[config.mk]
export PLATFORM = sky130hd
export DESIGN_NAME = json_object_partition_splitter_top_flat
export DESIGN_NICKNAME = d
export VERILOG_FILES = /design/src/design/jops_pkg.sv /design/src/design/jops_in_if.sv /design/src/design/jops_out_if.sv /design/src/design/jops_cfg_if.sv /design/src/design/json_object_partition_splitter_top.sv /design/src/design/jops_div.sv /design/src/design/jops_datapath.sv /design/src/design/jops_ctrl.sv /design/src/flat_wrapper.sv
export SDC_FILE = /design/constraint.sdc
export NUM_CORES = 2
export LEC_CHECK = 0
export BUFFER_PORTS_ARGS = -buffer_cell sky130_fd_sc_hd__buf_2
export CORE_MARGIN = 2
export CORE_UTILIZATION = 53
export DETAILED_ROUTE_END_ITERATION = 16
export GPL_ROUTABILITY_DRIVEN = 0
export PLACE_DENSITY = 0.7
export SETUP_SLACK_MARGIN = 0.4
export SLEW_MARGIN = 15
export SYNTH_ARGS = -nofsm -noshare
export SYNTH_HDL_FRONTEND = slang
export SYNTH_SLANG_ARGS = --single-unit
[constraint.sdc]
create_clock -name clk -period 15.2 [get_ports clk]
set_input_delay 2.28 -clock clk [delete_from_list [all_inputs] [get_ports clk]]
set_output_delay 2.28 -clock clk [all_outputs]
set_load 0.01 [all_outputs]
[src/design/jops_pkg.sv]
// shared constants, types and helpers of the json object partition splitter
package jops_pkg;

  localparam int OFFSET_BITS    = 40;
  localparam int MAX_PARTITIONS = 64;
  localparam int DEPTH_BITS     = 16;
  localparam int PC_BITS        = 7;
  localparam int NP_BITS        = $clog2(MAX_PARTITIONS + 1);
  localparam int REM_BITS       = $clog2(MAX_PARTITIONS);
  localparam int CFG_IDX_BITS   = 2;
  localparam int DIV_CNT_BITS   = $clog2(OFFSET_BITS + 1);

  typedef logic [OFFSET_BITS-1:0] ofs_t;
  typedef logic [DEPTH_BITS-1:0]  depth_t;
  typedef logic [NP_BITS-1:0]     np_t;
  typedef logic [REM_BITS-1:0]    rem_t;
  typedef logic [1:0]             stat_t;

  localparam logic [7:0] CH_LBRACE   = 8'h7B;
  localparam logic [7:0] CH_RBRACE   = 8'h7D;
  localparam logic [7:0] CH_RBRACKET = 8'h5D;
  localparam logic [7:0] CH_QUOTE    = 8'h22;
  localparam logic [7:0] CH_BSLASH   = 8'h5C;

  localparam depth_t DEPTH_MAX = '1;

  localparam stat_t STAT_PART      = 2'd0;
  localparam stat_t STAT_FINAL     = 2'd1;
  localparam stat_t STAT_MALFORMED = 2'd2;
  localparam stat_t STAT_NO_EVENTS = 2'd3;

  localparam logic [CFG_IDX_BITS-1:0] REG_ARRAY_START = 2'd0;
  localparam logic [CFG_IDX_BITS-1:0] REG_PAYLOAD_LEN = 2'd1;
  localparam logic [CFG_IDX_BITS-1:0] REG_PART_COUNT  = 2'd2;

  typedef struct packed {
    ofs_t  range_start;
    ofs_t  range_stop;
    stat_t status;
    logic  last_result;
  } result_t;

  // controller to datapath
  typedef struct packed {
    logic accept;
    logic div_start;
    logic load_qr;
    logic prep_step;
    logic adv_step;
  } cmd_t;

  // datapath to controller
  typedef struct packed {
    logic fifo_ok;
    logic adv_req;
    logic div_done;
    logic prep_done;
    logic adv_more;
  } sts_t;

  // zero counts as one, large counts saturate
  function automatic np_t eff_count(input logic [PC_BITS-1:0] pc);
    int unsigned v;
    v = 32'(pc);
    if (v == 0) begin
      v = 1;
    end else if (v > MAX_PARTITIONS) begin
      v = MAX_PARTITIONS;
    end
    return NP_BITS'(v);
  endfunction

endpackage

[src/design/jops_in_if.sv]
// byte input channel
interface jops_in_if;
  logic       valid;
  logic       ready;
  logic [7:0] data_byte;
  logic       final_byte;
  modport source (output valid, output data_byte, output final_byte, input ready);
  modport sink (input valid, input data_byte, input final_byte, output ready);
endinterface

[src/design/jops_out_if.sv]
// range result channel
interface jops_out_if;
  logic                            valid;
  logic                            ready;
  logic [jops_pkg::OFFSET_BITS-1:0] range_start;
  logic [jops_pkg::OFFSET_BITS-1:0] range_stop;
  logic [1:0]                      status;
  logic                            last_result;
  modport source (output valid, output range_start, output range_stop, output status,
                  output last_result, input ready);
  modport sink (input valid, input range_start, input range_stop, input status,
                input last_result, output ready);
endinterface

[src/design/jops_cfg_if.sv]
// configuration write channel
interface jops_cfg_if;
  logic                             valid;
  logic                             ready;
  logic [jops_pkg::CFG_IDX_BITS-1:0] index;
  logic [jops_pkg::OFFSET_BITS-1:0]  data;
  modport source (output valid, output index, output data, input ready);
  modport sink (input valid, input index, input data, output ready);
endinterface

[src/design/json_object_partition_splitter_top.sv]
// top level of the json object partition splitter
// Scans a json array body one byte per transaction and cuts the top-level objects into byte
// ranges near balanced targets. A byte is taken every cycle in steady flow, when no cut, no
// register write and no untaken result holds the input. A cut on a byte that does not end
// the buffer holds the input while the target sequence is stepped past every further target
// the cut object has passed, one index per cycle by a single adder. After reset and after any
// register write the input is held while a bit-serial divider forms payload_length / count,
// then the target is stepped from the array start up to the index of the pending partition.
// A byte that both cuts a partition and ends the buffer gives two results; the next byte waits
// until the two-entry result buffer has drained. The configuration port is always ready.
module json_object_partition_splitter_top (
  input logic        clk,
  input logic        rst_n,
  jops_in_if.sink    in_ch,
  jops_out_if.source out_ch,
  jops_cfg_if.sink   cfg_ch
);
  import jops_pkg::*;

  cmd_t cmd;
  sts_t sts;
  logic cfg_fire;

  assign cfg_ch.ready = 1'b1;
  assign cfg_fire     = cfg_ch.valid;

  jops_ctrl u_ctrl (
    .clk      (clk),
    .rst_n    (rst_n),
    .in_valid (in_ch.valid),
    .in_ready (in_ch.ready),
    .cfg_fire (cfg_fire),
    .cmd      (cmd),
    .sts      (sts)
  );

  jops_datapath u_dp (
    .clk        (clk),
    .rst_n      (rst_n),
    .cmd        (cmd),
    .sts        (sts),
    .data_byte  (in_ch.data_byte),
    .final_byte (in_ch.final_byte),
    .cfg_fire   (cfg_fire),
    .cfg_index  (cfg_ch.index),
    .cfg_data   (cfg_ch.data),
    .out_ch     (out_ch)
  );

endmodule

[src/design/jops_div.sv]
// iterative restoring divider, one quotient bit per cycle
module jops_div (
  input  logic                        clk,
  input  logic                        rst_n,
  input  logic                        start,
  input  logic [jops_pkg::OFFSET_BITS-1:0] dividend,
  input  logic [jops_pkg::NP_BITS-1:0]     divisor,
  output logic                        done,
  output logic [jops_pkg::OFFSET_BITS-1:0] quot,
  output logic [jops_pkg::REM_BITS-1:0]    rem
);
  import jops_pkg::*;

  logic                    busy_r, busy_nxt;
  logic                    done_r, done_nxt;
  logic [DIV_CNT_BITS-1:0] cnt_r, cnt_nxt;
  ofs_t                    work_r, work_nxt;
  np_t                     rem_r, rem_nxt;
  np_t                     div_r, div_nxt;
  logic [NP_BITS:0]        rem_s;
  logic                    ge;

  assign rem_s = {rem_r, work_r[OFFSET_BITS-1]};
  assign ge    = rem_s >= {1'b0, div_r};

  always_comb begin
    busy_nxt = busy_r;
    done_nxt = 1'b0;
    cnt_nxt  = cnt_r;
    work_nxt = work_r;
    rem_nxt  = rem_r;
    div_nxt  = div_r;
    if (start) begin
      busy_nxt = 1'b1;
      cnt_nxt  = DIV_CNT_BITS'(OFFSET_BITS);
      work_nxt = dividend;
      rem_nxt  = '0;
      div_nxt  = divisor;
    end else if (busy_r) begin
      work_nxt = {work_r[OFFSET_BITS-2:0], ge};
      rem_nxt  = ge ? NP_BITS'(rem_s - {1'b0, div_r}) : rem_s[NP_BITS-1:0];
      cnt_nxt  = cnt_r - 1'b1;
      if (cnt_r == DIV_CNT_BITS'(1)) begin
        busy_nxt = 1'b0;
        done_nxt = 1'b1;
      end
    end
  end

  always_ff @(posedge clk) begin
    if (!rst_n) begin
      busy_r <= 1'b0;
      done_r <= 1'b0;
      cnt_r  <= '0;
    end else begin
      busy_r <= busy_nxt;
      done_r <= done_nxt;
      cnt_r  <= cnt_nxt;
    end
  end

  always_ff @(posedge clk) begin
    work_r <= work_nxt;
    rem_r  <= rem_nxt;
    div_r  <= div_nxt;
  end

  assign done = done_r;
  assign quot = work_r;
  assign rem  = REM_BITS'(rem_r);

endmodule

[src/design/jops_datapath.sv]
// scan state, partition targets, configuration registers and result buffer
module jops_datapath (
  input  logic                              clk,
  input  logic                              rst_n,
  input  jops_pkg::cmd_t                    cmd,
  output jops_pkg::sts_t                    sts,
  input  logic [7:0]                        data_byte,
  input  logic                              final_byte,
  input  logic                              cfg_fire,
  input  logic [jops_pkg::CFG_IDX_BITS-1:0] cfg_index,
  input  logic [jops_pkg::OFFSET_BITS-1:0]  cfg_data,
  jops_out_if.source                        out_ch
);
  import jops_pkg::*;

  // configuration
  ofs_t                 array_start_r, array_start_nxt;
  ofs_t                 payload_len_r, payload_len_nxt;
  logic [PC_BITS-1:0]   part_count_r, part_count_nxt;
  // scan state
  ofs_t   bytepos_r, bytepos_nxt;
  logic   in_obj_r, in_obj_nxt;
  depth_t depth_r, depth_nxt;
  logic   in_str_r, in_str_nxt;
  logic   esc_r, esc_nxt;
  ofs_t   obj_start_r, obj_start_nxt;
  ofs_t   pstart_r, pstart_nxt;
  np_t    np_r, np_nxt;
  ofs_t   last_end_r, last_end_nxt;
  logic   closed_r, closed_nxt;
  logic   ovf_r, ovf_nxt;
  logic   fresh_r, fresh_nxt;
  // target generator
  ofs_t   q_r, q_nxt;
  rem_t   r_r, r_nxt;
  ofs_t   tgt_r, tgt_nxt;
  rem_t   g_r, g_nxt;
  np_t    prep_idx_r, prep_idx_nxt;
  // result buffer
  result_t    slot_r [2];
  result_t    slot_nxt [2];
  logic [1:0] count_r, count_nxt;

  np_t            eff_cnt;
  logic [REM_BITS:0] g_sum;
  logic           g_wrap;
  ofs_t           step_tgt;
  rem_t           step_g;
  ofs_t           div_q;
  rem_t           div_rem;
  logic           div_done;
  logic           pop;

  logic   s_in_obj, s_in_str, s_esc, s_closed, s_ovf, s_done;
  depth_t s_depth, d_dec;
  ofs_t   s_obj_start, s_last_end, s_pstart;
  logic   emit;
  result_t res_emit, res_close;

  assign eff_cnt = eff_count(part_count_r);

  jops_div u_div (
    .clk      (clk),
    .rst_n    (rst_n),
    .start    (cmd.div_start),
    .dividend (payload_len_r),
    .divisor  (eff_cnt),
    .done     (div_done),
    .quot     (div_q),
    .rem      (div_rem)
  );

  // target(i+1) = target(i) + q + carry of the r*i/count fraction
  assign g_sum    = {1'b0, g_r} + {1'b0, r_r};
  assign g_wrap   = g_sum >= (REM_BITS + 1)'(eff_cnt);
  assign step_tgt = tgt_r + q_r + OFFSET_BITS'(g_wrap);
  assign step_g   = g_wrap ? REM_BITS'(g_sum - (REM_BITS + 1)'(eff_cnt)) : g_sum[REM_BITS-1:0];

  // bracket, string and escape tracking for the offered byte
  always_comb begin
    s_in_obj    = in_obj_r;
    s_depth     = depth_r;
    s_in_str    = in_str_r;
    s_esc       = esc_r;
    s_obj_start = obj_start_r;
    s_closed    = closed_r;
    s_ovf       = ovf_r;
    s_done      = 1'b0;
    d_dec       = (depth_r != '0) ? depth_r - 1'b1 : depth_r;
    if (!closed_r) begin
      if (!in_obj_r) begin
        if (data_byte == CH_LBRACE) begin
          s_in_obj    = 1'b1;
          s_depth     = DEPTH_BITS'(1);
          s_in_str    = 1'b0;
          s_esc       = 1'b0;
          s_obj_start = bytepos_r;
        end else if (data_byte == CH_RBRACKET) begin
          s_closed = 1'b1;
        end
      end else if (in_str_r) begin
        if (esc_r) begin
          s_esc = 1'b0;
        end else if (data_byte == CH_BSLASH) begin
          s_esc = 1'b1;
        end else if (data_byte == CH_QUOTE) begin
          s_in_str = 1'b0;
        end
      end else if (data_byte == CH_QUOTE) begin
        s_in_str = 1'b1;
      end else if (data_byte == CH_LBRACE) begin
        if (depth_r == DEPTH_MAX) begin
          s_ovf = 1'b1;
        end else begin
          s_depth = depth_r + 1'b1;
        end
      end else if (data_byte == CH_RBRACE) begin
        s_depth = d_dec;
        if (d_dec == '0) begin
          s_done   = 1'b1;
          s_in_obj = 1'b0;
        end
      end
    end
  end

  assign emit = s_done && (eff_cnt > NP_BITS'(1)) && (np_r < eff_cnt) &&
                (obj_start_r >= tgt_r) && (obj_start_r > pstart_r);
  assign s_last_end = s_done ? bytepos_r + 1'b1 : last_end_r;
  assign s_pstart   = emit ? obj_start_r : pstart_r;

  always_comb begin
    res_emit.range_start = pstart_r;
    res_emit.range_stop  = obj_start_r;
    res_emit.status      = STAT_PART;
    res_emit.last_result = 1'b0;

    res_close.range_start = '0;
    res_close.range_stop  = '0;
    res_close.last_result = 1'b1;
    if (eff_cnt <= NP_BITS'(1)) begin
      res_close.range_start = array_start_r;
      res_close.range_stop  = array_start_r + payload_len_r;
      res_close.status      = STAT_FINAL;
    end else if (s_in_obj || s_ovf) begin
      res_close.status = STAT_MALFORMED;
    end else if (s_last_end == array_start_r) begin
      res_close.status = STAT_NO_EVENTS;
    end else begin
      res_close.range_start = s_pstart;
      res_close.range_stop  = s_last_end;
      res_close.status      = STAT_FINAL;
    end
  end

  assign pop = (count_r != 2'd0) && out_ch.ready;

  always_comb begin
    array_start_nxt = array_start_r;
    payload_len_nxt = payload_len_r;
    part_count_nxt  = part_count_r;
    bytepos_nxt     = bytepos_r;
    in_obj_nxt      = in_obj_r;
    depth_nxt       = depth_r;
    in_str_nxt      = in_str_r;
    esc_nxt         = esc_r;
    obj_start_nxt   = obj_start_r;
    pstart_nxt      = pstart_r;
    np_nxt          = np_r;
    last_end_nxt    = last_end_r;
    closed_nxt      = closed_r;
    ovf_nxt         = ovf_r;
    fresh_nxt       = fresh_r;
    q_nxt           = q_r;
    r_nxt           = r_r;
    tgt_nxt         = tgt_r;
    g_nxt           = g_r;
    prep_idx_nxt    = prep_idx_r;
    slot_nxt[0]     = slot_r[0];
    slot_nxt[1]     = slot_r[1];
    count_nxt       = count_r;

    if (pop) begin
      slot_nxt[0] = slot_r[1];
      count_nxt   = count_r - 1'b1;
    end

    if (cmd.accept) begin
      if (final_byte) begin
        bytepos_nxt   = array_start_r;
        in_obj_nxt    = 1'b0;
        depth_nxt     = '0;
        in_str_nxt    = 1'b0;
        esc_nxt       = 1'b0;
        obj_start_nxt = '0;
        pstart_nxt    = array_start_r;
        np_nxt        = NP_BITS'(1);
        last_end_nxt  = array_start_r;
        closed_nxt    = 1'b0;
        ovf_nxt       = 1'b0;
        fresh_nxt     = 1'b1;
        // target of partition one, fraction r*1/count is below one
        tgt_nxt       = array_start_r + q_r;
        g_nxt         = r_r;
        if (emit) begin
          slot_nxt[0] = res_emit;
          slot_nxt[1] = res_close;
          count_nxt   = 2'd2;
        end else begin
          slot_nxt[0] = res_close;
          count_nxt   = 2'd1;
        end
      end else begin
        bytepos_nxt   = bytepos_r + 1'b1;
        in_obj_nxt    = s_in_obj;
        depth_nxt     = s_depth;
        in_str_nxt    = s_in_str;
        esc_nxt       = s_esc;
        obj_start_nxt = s_obj_start;
        pstart_nxt    = s_pstart;
        last_end_nxt  = s_last_end;
        closed_nxt    = s_closed;
        ovf_nxt       = s_ovf;
        fresh_nxt     = 1'b0;
        if (emit) begin
          np_nxt      = np_r + 1'b1;
          tgt_nxt     = step_tgt;
          g_nxt       = step_g;
          slot_nxt[0] = res_emit;
          count_nxt   = 2'd1;
        end
      end
    end

    if (cmd.adv_step) begin
      np_nxt  = np_r + 1'b1;
      tgt_nxt = step_tgt;
      g_nxt   = step_g;
    end

    if (cmd.prep_step) begin
      prep_idx_nxt = prep_idx_r + 1'b1;
      tgt_nxt      = step_tgt;
      g_nxt        = step_g;
    end

    if (cmd.load_qr) begin
      q_nxt        = div_q;
      r_nxt        = div_rem;
      tgt_nxt      = array_start_r;
      g_nxt        = '0;
      prep_idx_nxt = '0;
    end

    if (cfg_fire) begin
      case (cfg_index)
        REG_ARRAY_START: begin
          array_start_nxt = cfg_data;
          if (fresh_r) begin
            bytepos_nxt  = cfg_data;
            pstart_nxt   = cfg_data;
            last_end_nxt = cfg_data;
          end
        end
        REG_PAYLOAD_LEN: payload_len_nxt = cfg_data;
        REG_PART_COUNT:  part_count_nxt  = cfg_data[PC_BITS-1:0];
        default: ;
      endcase
    end
  end

  always_ff @(posedge clk) begin
    if (!rst_n) begin
      array_start_r <= '0;
      payload_len_r <= '0;
      part_count_r  <= PC_BITS'(1);
      bytepos_r     <= '0;
      in_obj_r      <= 1'b0;
      depth_r       <= '0;
      in_str_r      <= 1'b0;
      esc_r         <= 1'b0;
      pstart_r      <= '0;
      np_r          <= NP_BITS'(1);
      last_end_r    <= '0;
      closed_r      <= 1'b0;
      ovf_r         <= 1'b0;
      fresh_r       <= 1'b1;
      count_r       <= 2'd0;
    end else begin
      array_start_r <= array_start_nxt;
      payload_len_r <= payload_len_nxt;
      part_count_r  <= part_count_nxt;
      bytepos_r     <= bytepos_nxt;
      in_obj_r      <= in_obj_nxt;
      depth_r       <= depth_nxt;
      in_str_r      <= in_str_nxt;
      esc_r         <= esc_nxt;
      pstart_r      <= pstart_nxt;
      np_r          <= np_nxt;
      last_end_r    <= last_end_nxt;
      closed_r      <= closed_nxt;
      ovf_r         <= ovf_nxt;
      fresh_r       <= fresh_nxt;
      count_r       <= count_nxt;
    end
  end

  always_ff @(posedge clk) begin
    obj_start_r <= obj_start_nxt;
    q_r         <= q_nxt;
    r_r         <= r_nxt;
    tgt_r       <= tgt_nxt;
    g_r         <= g_nxt;
    prep_idx_r  <= prep_idx_nxt;
    slot_r[0]   <= slot_nxt[0];
    slot_r[1]   <= slot_nxt[1];
  end

  assign sts.fifo_ok   = (count_r == 2'd0) || ((count_r == 2'd1) && pop);
  assign sts.adv_req   = emit && !final_byte;
  assign sts.div_done  = div_done;
  assign sts.prep_done = prep_idx_r == np_r;
  assign sts.adv_more  = (np_r < eff_cnt) && (obj_start_r >= tgt_r);

  assign out_ch.valid       = count_r != 2'd0;
  assign out_ch.range_start = slot_r[0].range_start;
  assign out_ch.range_stop  = slot_r[0].range_stop;
  assign out_ch.status      = slot_r[0].status;
  assign out_ch.last_result = slot_r[0].last_result;

  a_buf_bound: assert property (@(posedge clk) disable iff (!rst_n)
    count_r != 2'd3)
    else $error("result buffer holds more than two entries");

  a_full_no_take: assert property (@(posedge clk) disable iff (!rst_n)
    (count_r == 2'd2) |-> !cmd.accept)
    else $error("byte taken while result buffer is full");

  a_close_clears: assert property (@(posedge clk) disable iff (!rst_n)
    (cmd.accept && final_byte) |=> (np_r == NP_BITS'(1)) && fresh_r && !in_obj_r)
    else $error("scan state not cleared after closing byte");

endmodule

[src/design/jops_ctrl.sv]
// sequencer: target setup after configuration, byte intake and target advance
module jops_ctrl (
  input  logic           clk,
  input  logic           rst_n,
  input  logic           in_valid,
  output logic           in_ready,
  input  logic           cfg_fire,
  output jops_pkg::cmd_t cmd,
  input  jops_pkg::sts_t sts
);
  import jops_pkg::*;

  localparam logic [1:0] ST_RUN   = 2'd0;
  localparam logic [1:0] ST_DIV   = 2'd1;
  localparam logic [1:0] ST_PSTEP = 2'd2;
  localparam logic [1:0] ST_ADV   = 2'd3;

  logic [1:0] state_r, state_nxt;
  logic       dirty_r, dirty_nxt;

  always_comb begin
    state_nxt = state_r;
    cmd       = '0;
    in_ready  = 1'b0;
    case (state_r)
      ST_RUN: begin
        if (dirty_r) begin
          cmd.div_start = 1'b1;
          state_nxt     = ST_DIV;
        end else begin
          in_ready   = sts.fifo_ok;
          cmd.accept = in_valid && sts.fifo_ok;
          if (cmd.accept && sts.adv_req) begin
            state_nxt = ST_ADV;
          end
        end
      end
      ST_DIV: begin
        if (sts.div_done) begin
          cmd.load_qr = 1'b1;
          state_nxt   = ST_PSTEP;
        end
      end
      // walk the target up to the current partition index
      ST_PSTEP: begin
        if (sts.prep_done) begin
          state_nxt = ST_RUN;
        end else begin
          cmd.prep_step = 1'b1;
        end
      end
      // skip every target the cut object already passed
      ST_ADV: begin
        if (sts.adv_more) begin
          cmd.adv_step = 1'b1;
        end else begin
          state_nxt = ST_RUN;
        end
      end
      default: state_nxt = ST_RUN;
    endcase
  end

  // a register write invalidates quotient, remainder and target
  assign dirty_nxt = (dirty_r && !cmd.div_start) || cfg_fire;

  always_ff @(posedge clk) begin
    if (!rst_n) begin
      state_r <= ST_RUN;
      dirty_r <= 1'b1;
    end else begin
      state_r <= state_nxt;
      dirty_r <= dirty_nxt;
    end
  end

  a_done_in_div: assert property (@(posedge clk) disable iff (!rst_n)
    sts.div_done |-> (state_r == ST_DIV))
    else $error("divider finished outside the divide state");

  a_cfg_holds_input: assert property (@(posedge clk) disable iff (!rst_n)
    cfg_fire |=> !cmd.accept)
    else $error("byte taken before targets were rebuilt");

  a_cut_advances: assert property (@(posedge clk) disable iff (!rst_n)
    (cmd.accept && sts.adv_req) |=> (state_r == ST_ADV) && !in_ready)
    else $error("partition cut did not hold input for target advance");

endmodule

[src/flat_wrapper.sv]
// flat-port wrapper written by rule: the top's interface ports become plain ports
module json_object_partition_splitter_top_flat import jops_pkg::*;
  (clk, rst_n, in_ch_valid, in_ch_data_byte, in_ch_final_byte, in_ch_ready, out_ch_valid, out_ch_range_start, out_ch_range_stop, out_ch_status, out_ch_last_result, out_ch_ready, cfg_ch_valid, cfg_ch_index, cfg_ch_data, cfg_ch_ready);
  jops_in_if in_ch_i ();
  jops_out_if out_ch_i ();
  jops_cfg_if cfg_ch_i ();
  input logic clk;
  input logic rst_n;
  input wire logic [$bits(in_ch_i.valid)-1:0] in_ch_valid;
  input wire logic [$bits(in_ch_i.data_byte)-1:0] in_ch_data_byte;
  input wire logic [$bits(in_ch_i.final_byte)-1:0] in_ch_final_byte;
  output wire logic [$bits(in_ch_i.ready)-1:0] in_ch_ready;
  output wire logic [$bits(out_ch_i.valid)-1:0] out_ch_valid;
  output wire logic [$bits(out_ch_i.range_start)-1:0] out_ch_range_start;
  output wire logic [$bits(out_ch_i.range_stop)-1:0] out_ch_range_stop;
  output wire logic [$bits(out_ch_i.status)-1:0] out_ch_status;
  output wire logic [$bits(out_ch_i.last_result)-1:0] out_ch_last_result;
  input wire logic [$bits(out_ch_i.ready)-1:0] out_ch_ready;
  input wire logic [$bits(cfg_ch_i.valid)-1:0] cfg_ch_valid;
  input wire logic [$bits(cfg_ch_i.index)-1:0] cfg_ch_index;
  input wire logic [$bits(cfg_ch_i.data)-1:0] cfg_ch_data;
  output wire logic [$bits(cfg_ch_i.ready)-1:0] cfg_ch_ready;
  assign in_ch_i.valid = in_ch_valid;
  assign in_ch_i.data_byte = in_ch_data_byte;
  assign in_ch_i.final_byte = in_ch_final_byte;
  assign in_ch_ready = in_ch_i.ready;
  assign out_ch_valid = out_ch_i.valid;
  assign out_ch_range_start = out_ch_i.range_start;
  assign out_ch_range_stop = out_ch_i.range_stop;
  assign out_ch_status = out_ch_i.status;
  assign out_ch_last_result = out_ch_i.last_result;
  assign out_ch_i.ready = out_ch_ready;
  assign cfg_ch_i.valid = cfg_ch_valid;
  assign cfg_ch_i.index = cfg_ch_index;
  assign cfg_ch_i.data = cfg_ch_data;
  assign cfg_ch_ready = cfg_ch_i.ready;
  json_object_partition_splitter_top u_core (.clk(clk), .rst_n(rst_n), .in_ch(in_ch_i), .out_ch(out_ch_i), .cfg_ch(cfg_ch_i));
endmodule
==> summary.txt <==
Synthesis
  – Synth unique cells: between 90 and 100
  – Synth warn: 0
  – Synth top area share: 0.201
  – Ys flop type: dfxtp_1
  – Top post-synthesis cells by count: 619 x nand2_1, 458 x a21oi_1, 352 x dfxtp_1
  – EDFF count, synth: 255
  – Synth top area cells: edfxtp_1 20%, dfxtp_1 18%, ha_1 7.6%
  – Synth Cell Area: ~38000 sq um
  – Asr flop ratio synth: 0
  – Count leader, synth: nand2_1
  – Syn_nets: between 4000 and 5000
  – Post-Synthesis Cells: ~4400
  – Seq/Total Area, Yosys: 0.385
  – Synthesized area per cell: 8.64 sq um
  – #FFs+latches synth: 607
  – Yosys top cell by area: edfxtp_1

Critical path
  – Setup crit start kind: primary input
  – Worst setup EP type: register
  – Reg2reg setup slack: approximately 8000 ps
  – CP Class: primary input to register
  – Worst-path cell chain: buf_2 > or3b_2 > a211oi_1 > nand4b_1 > nor4bb_1 > and4bb_2 > buf_4 > mux2i_1 > a22oi_1 > o2111ai_1 > or3_4 > o31ai_4 > buf_4 > o22ai_1 > a221o_1
  – CP Data Required Time: 15730 ps
  – CP most frequent cell: buf_4
  – Slowest CP cell: o31ai_4
  – Setup crit start: in_ch_data_byte[1]
  – Max stage delay on crit path: a little over 1000 ps
  – Worst r2r src: u_core.u_dp.depth_r[0]$_SDFFE_PN0P_
  – CP max FO: roughly 60
  – CP Data Arrival Time: approximately 8200 ps

CTS
  – CTS tree: yes
  – Post-CTS Setup Inserts: 0
  – CTS Root Cell: clkbuf_16
  – Sink Count: about 610
  – Total CTS buffers: 70
  – PostCTS Resize Cnt: 0
  – Clock Pin Slew Worst Setup and Hold Paths: 60 ps
  – CTS H-tree lvls: 3
  – CTS Buffer Depth: 3
  – Worst skew pair latency: 650 ps
  – Cts hold-fix bufs: 0

Drt
  – Per-cell routed wire length: approximately 26 um
  – ANT nets after route: 0
  – Pre-antenna DRT Iters: 10
  – Routed wire length: 142000 um
  – Via/cell ratio: 6.55
  – Via count: 35200
  – DR iter-0 viols: 5017
  – DRC errors left: 0

Final layout
  – Post-Layout Inst Area: a little over 40000 sq um
  – Storage element area: around 15000 sq um
  – Share of cells above drive strength 1: 0.0964
  – Area growth syn-to-layout: 8.46%
  – Final non-filler cell total: ~5400
  – Fillers: 6412
  – Area occupied by multi-input gates: about 21000 sq um
  – Nets: 4656

Placed design
  – Dpl ws: approximately 7400 ps
  – I/O Buffers: 140
  – Post-DP HPWL: approximately 100000 um
  – Area post-placement: about 40000 sq um
  – Placed cells: roughly 5200

Pwr
  – Power Internal: about 3.3 mW
  – Comb power frac: 0.218
  – Cell Pwr Density: 114 nW/um^2
  – Power share of the clock group: 0.359
  – Pwr Total: roughly 4.7 mW
  – Sequential Power Share: 0.423
  – Switch Pwr: 1.46 mW
  – Max rail drop VDD: roughly 0.00011 V
  – Leak pwr: 16.5 nW
  – Net Sw Frac: 0.309

Global route
  – Tot GR Track Use: 0.372
  – First-pass GRT wire length: 207000 um
  – Total grt overflow: 0
  – Initial antenna violation count: 7
  – Largest net degree at the start of global routing: 89
  – Vias in the first global route: approximately 32000

Floorplanning
  – IO Count: roughly 140
  – Die X-Extent: roughly 270 um
  – Row count: 98
  – Die area: around 74000 sq um
  – Core area: just over 70000 sq um
  – Initial core utilization: 0.535
  – Die height: around 270 um

Worst hold path
  – Hold/Removal Path Class: register to register
  – Hold_sp: u_core.u_dp.u_div.quot[3]$_DFFE_PP_

STA
  – Final setup margin: ~7600 ps
  – Final Max Slew Viols: 0
  – Final hold violations: 0
  – RSZ-0062 raised after global routing: false
  – Final number of setup-violating endpoints: 0
  – Post-layout min period: ~7600 ps
  – Highest clock rate: 131 MHz
  – Clk_skew: 39.9 ps
  – Final period util: 0.503
  – Max_slew headroom: 0.168
  – Sum of negative setup slack: 0 ps
  – Worst Tran Pin Value: 1250 ps

Status
  – Status: finished, final reports clean

Job
  – Max_cap viols: 0
placed cells by master, fill, tap and decap left out, types with 100 or more instances in the layout:
| cell | n |
|---|---|
| nor2b_1 | 100 |
| a21o_1 | 149 |
| nand2_1 | 618 |
| buf_2 | 139 |
| mux2i_1 | 118 |
| edfxtp_1 | 255 |
| inv_1 | 170 |
| nor2_1 | 244 |
| a21oi_1 | 457 |
| o21ai_0 | 249 |
| dfxtp_1 | 352 |
| ha_1 | 231 |
| xnor2_1 | 115 |
kinds of logic (layout without fill, tap and decap cells):
kind of cell    count (synthesis)  after routing  synth area share
compound gates               1302           1302             0.214
xor+xnor                      199            199            0.0457
simple gates                 1387           1387             0.170
flops                         607            607             0.385
other cells                     1              5         0.0000983
buf+inv                       517            520            0.0606
fa+ha+maj                     238            238            0.0794
mux                           164            164            0.0447
state kept, by name (all words and copies together) (netlist names), 2 cells and up:
signal                     count
u_core.u_dp.slot_r           165
u_core.u_dp.array_start_r     40
u_core.u_dp.bytepos_r         40
u_core.u_dp.last_end_r        40
u_core.u_dp.obj_start_r       40
u_core.u_dp.payload_len_r     40
u_core.u_dp.pstart_r          40
u_core.u_dp.q_r               40
u_core.u_dp.tgt_r             40
u_core.u_dp.u_div.quot        40
u_core.u_dp.depth_r           16
u_core.u_dp.np_r               7
u_core.u_dp.part_count_r       7
u_core.u_dp.prep_idx_r         7
u_core.u_dp.u_div.div_r        7
u_core.u_dp.u_div.rem_r        7
u_core.u_dp.g_r                6
u_core.u_dp.r_r                6
u_core.u_dp.u_div.cnt_r        6
u_core.u_ctrl.state_r          2
u_core.u_dp.count_r            2
final cells by class:
class	instances	share of cell area
Multi-Input combinational cell	3291	0.514
Timing Repair Buffer	218	0.0314
Tap cell	950	0.0287
Clock inverter	28	0.00456
Inverter	174	0.0159
Sequential cell	607	0.355
Antenna cell	4	0.000242
Clock buffer	100	0.0501
routing by layer:
metal	vias to the layer above	track usage	routed length (um)
met3	564	0.118	20100
met5	-	0	92
met2	2306	0.529	57300
li1	15800	-	-
met1	16500	0.500	54800
met4	14	0.201	9340
worst max-delay path, delay by kind of cell:
kind / cells / cell delay, ps
muxes: 1 / 290
buffers and inverters: 3 / 1230
AOI/OAI and AO/OA: 6 / 2590
and+or+nand+nor: 5 / 1680
stage by stage:
stage           util  hold slack, ps
2_1_floorplan      -             422
3_3_place_gp   0.548             425
3_5_place_dp   0.548             431
4_1_cts        0.579             419
5_1_grt        0.580             431
6_report       0.580             417
path summary, 6_finish.rpt:
| check | to | cells after the start |
|---|---|---|
| max | u_core.u_dp.slot_r[0][41]$_DFF_P_ | 15 |
| min | u_core.u_dp.q_r[3]$_DFFE_PP_ | 0 |
| max reg2reg | u_core.u_dp.slot_r[0][41]$_DFF_P_ | 16 |
| min reg2reg | u_core.u_dp.q_r[3]$_DFFE_PP_ | 0 |
power by group through the flow:
stage                     Combinational (mW)  Sequential [mW]  Clock (mW)
final                                   1.03             1.99        1.69
after global routing                    1.12             2.00        1.76
after CTS                               1.01             1.99        1.70
after detailed placement                1.00             2.02           0
after global placement                 0.985             2.02           0
after floorplan                        0.816             1.96           0
(Power assumes the default switching activity.)
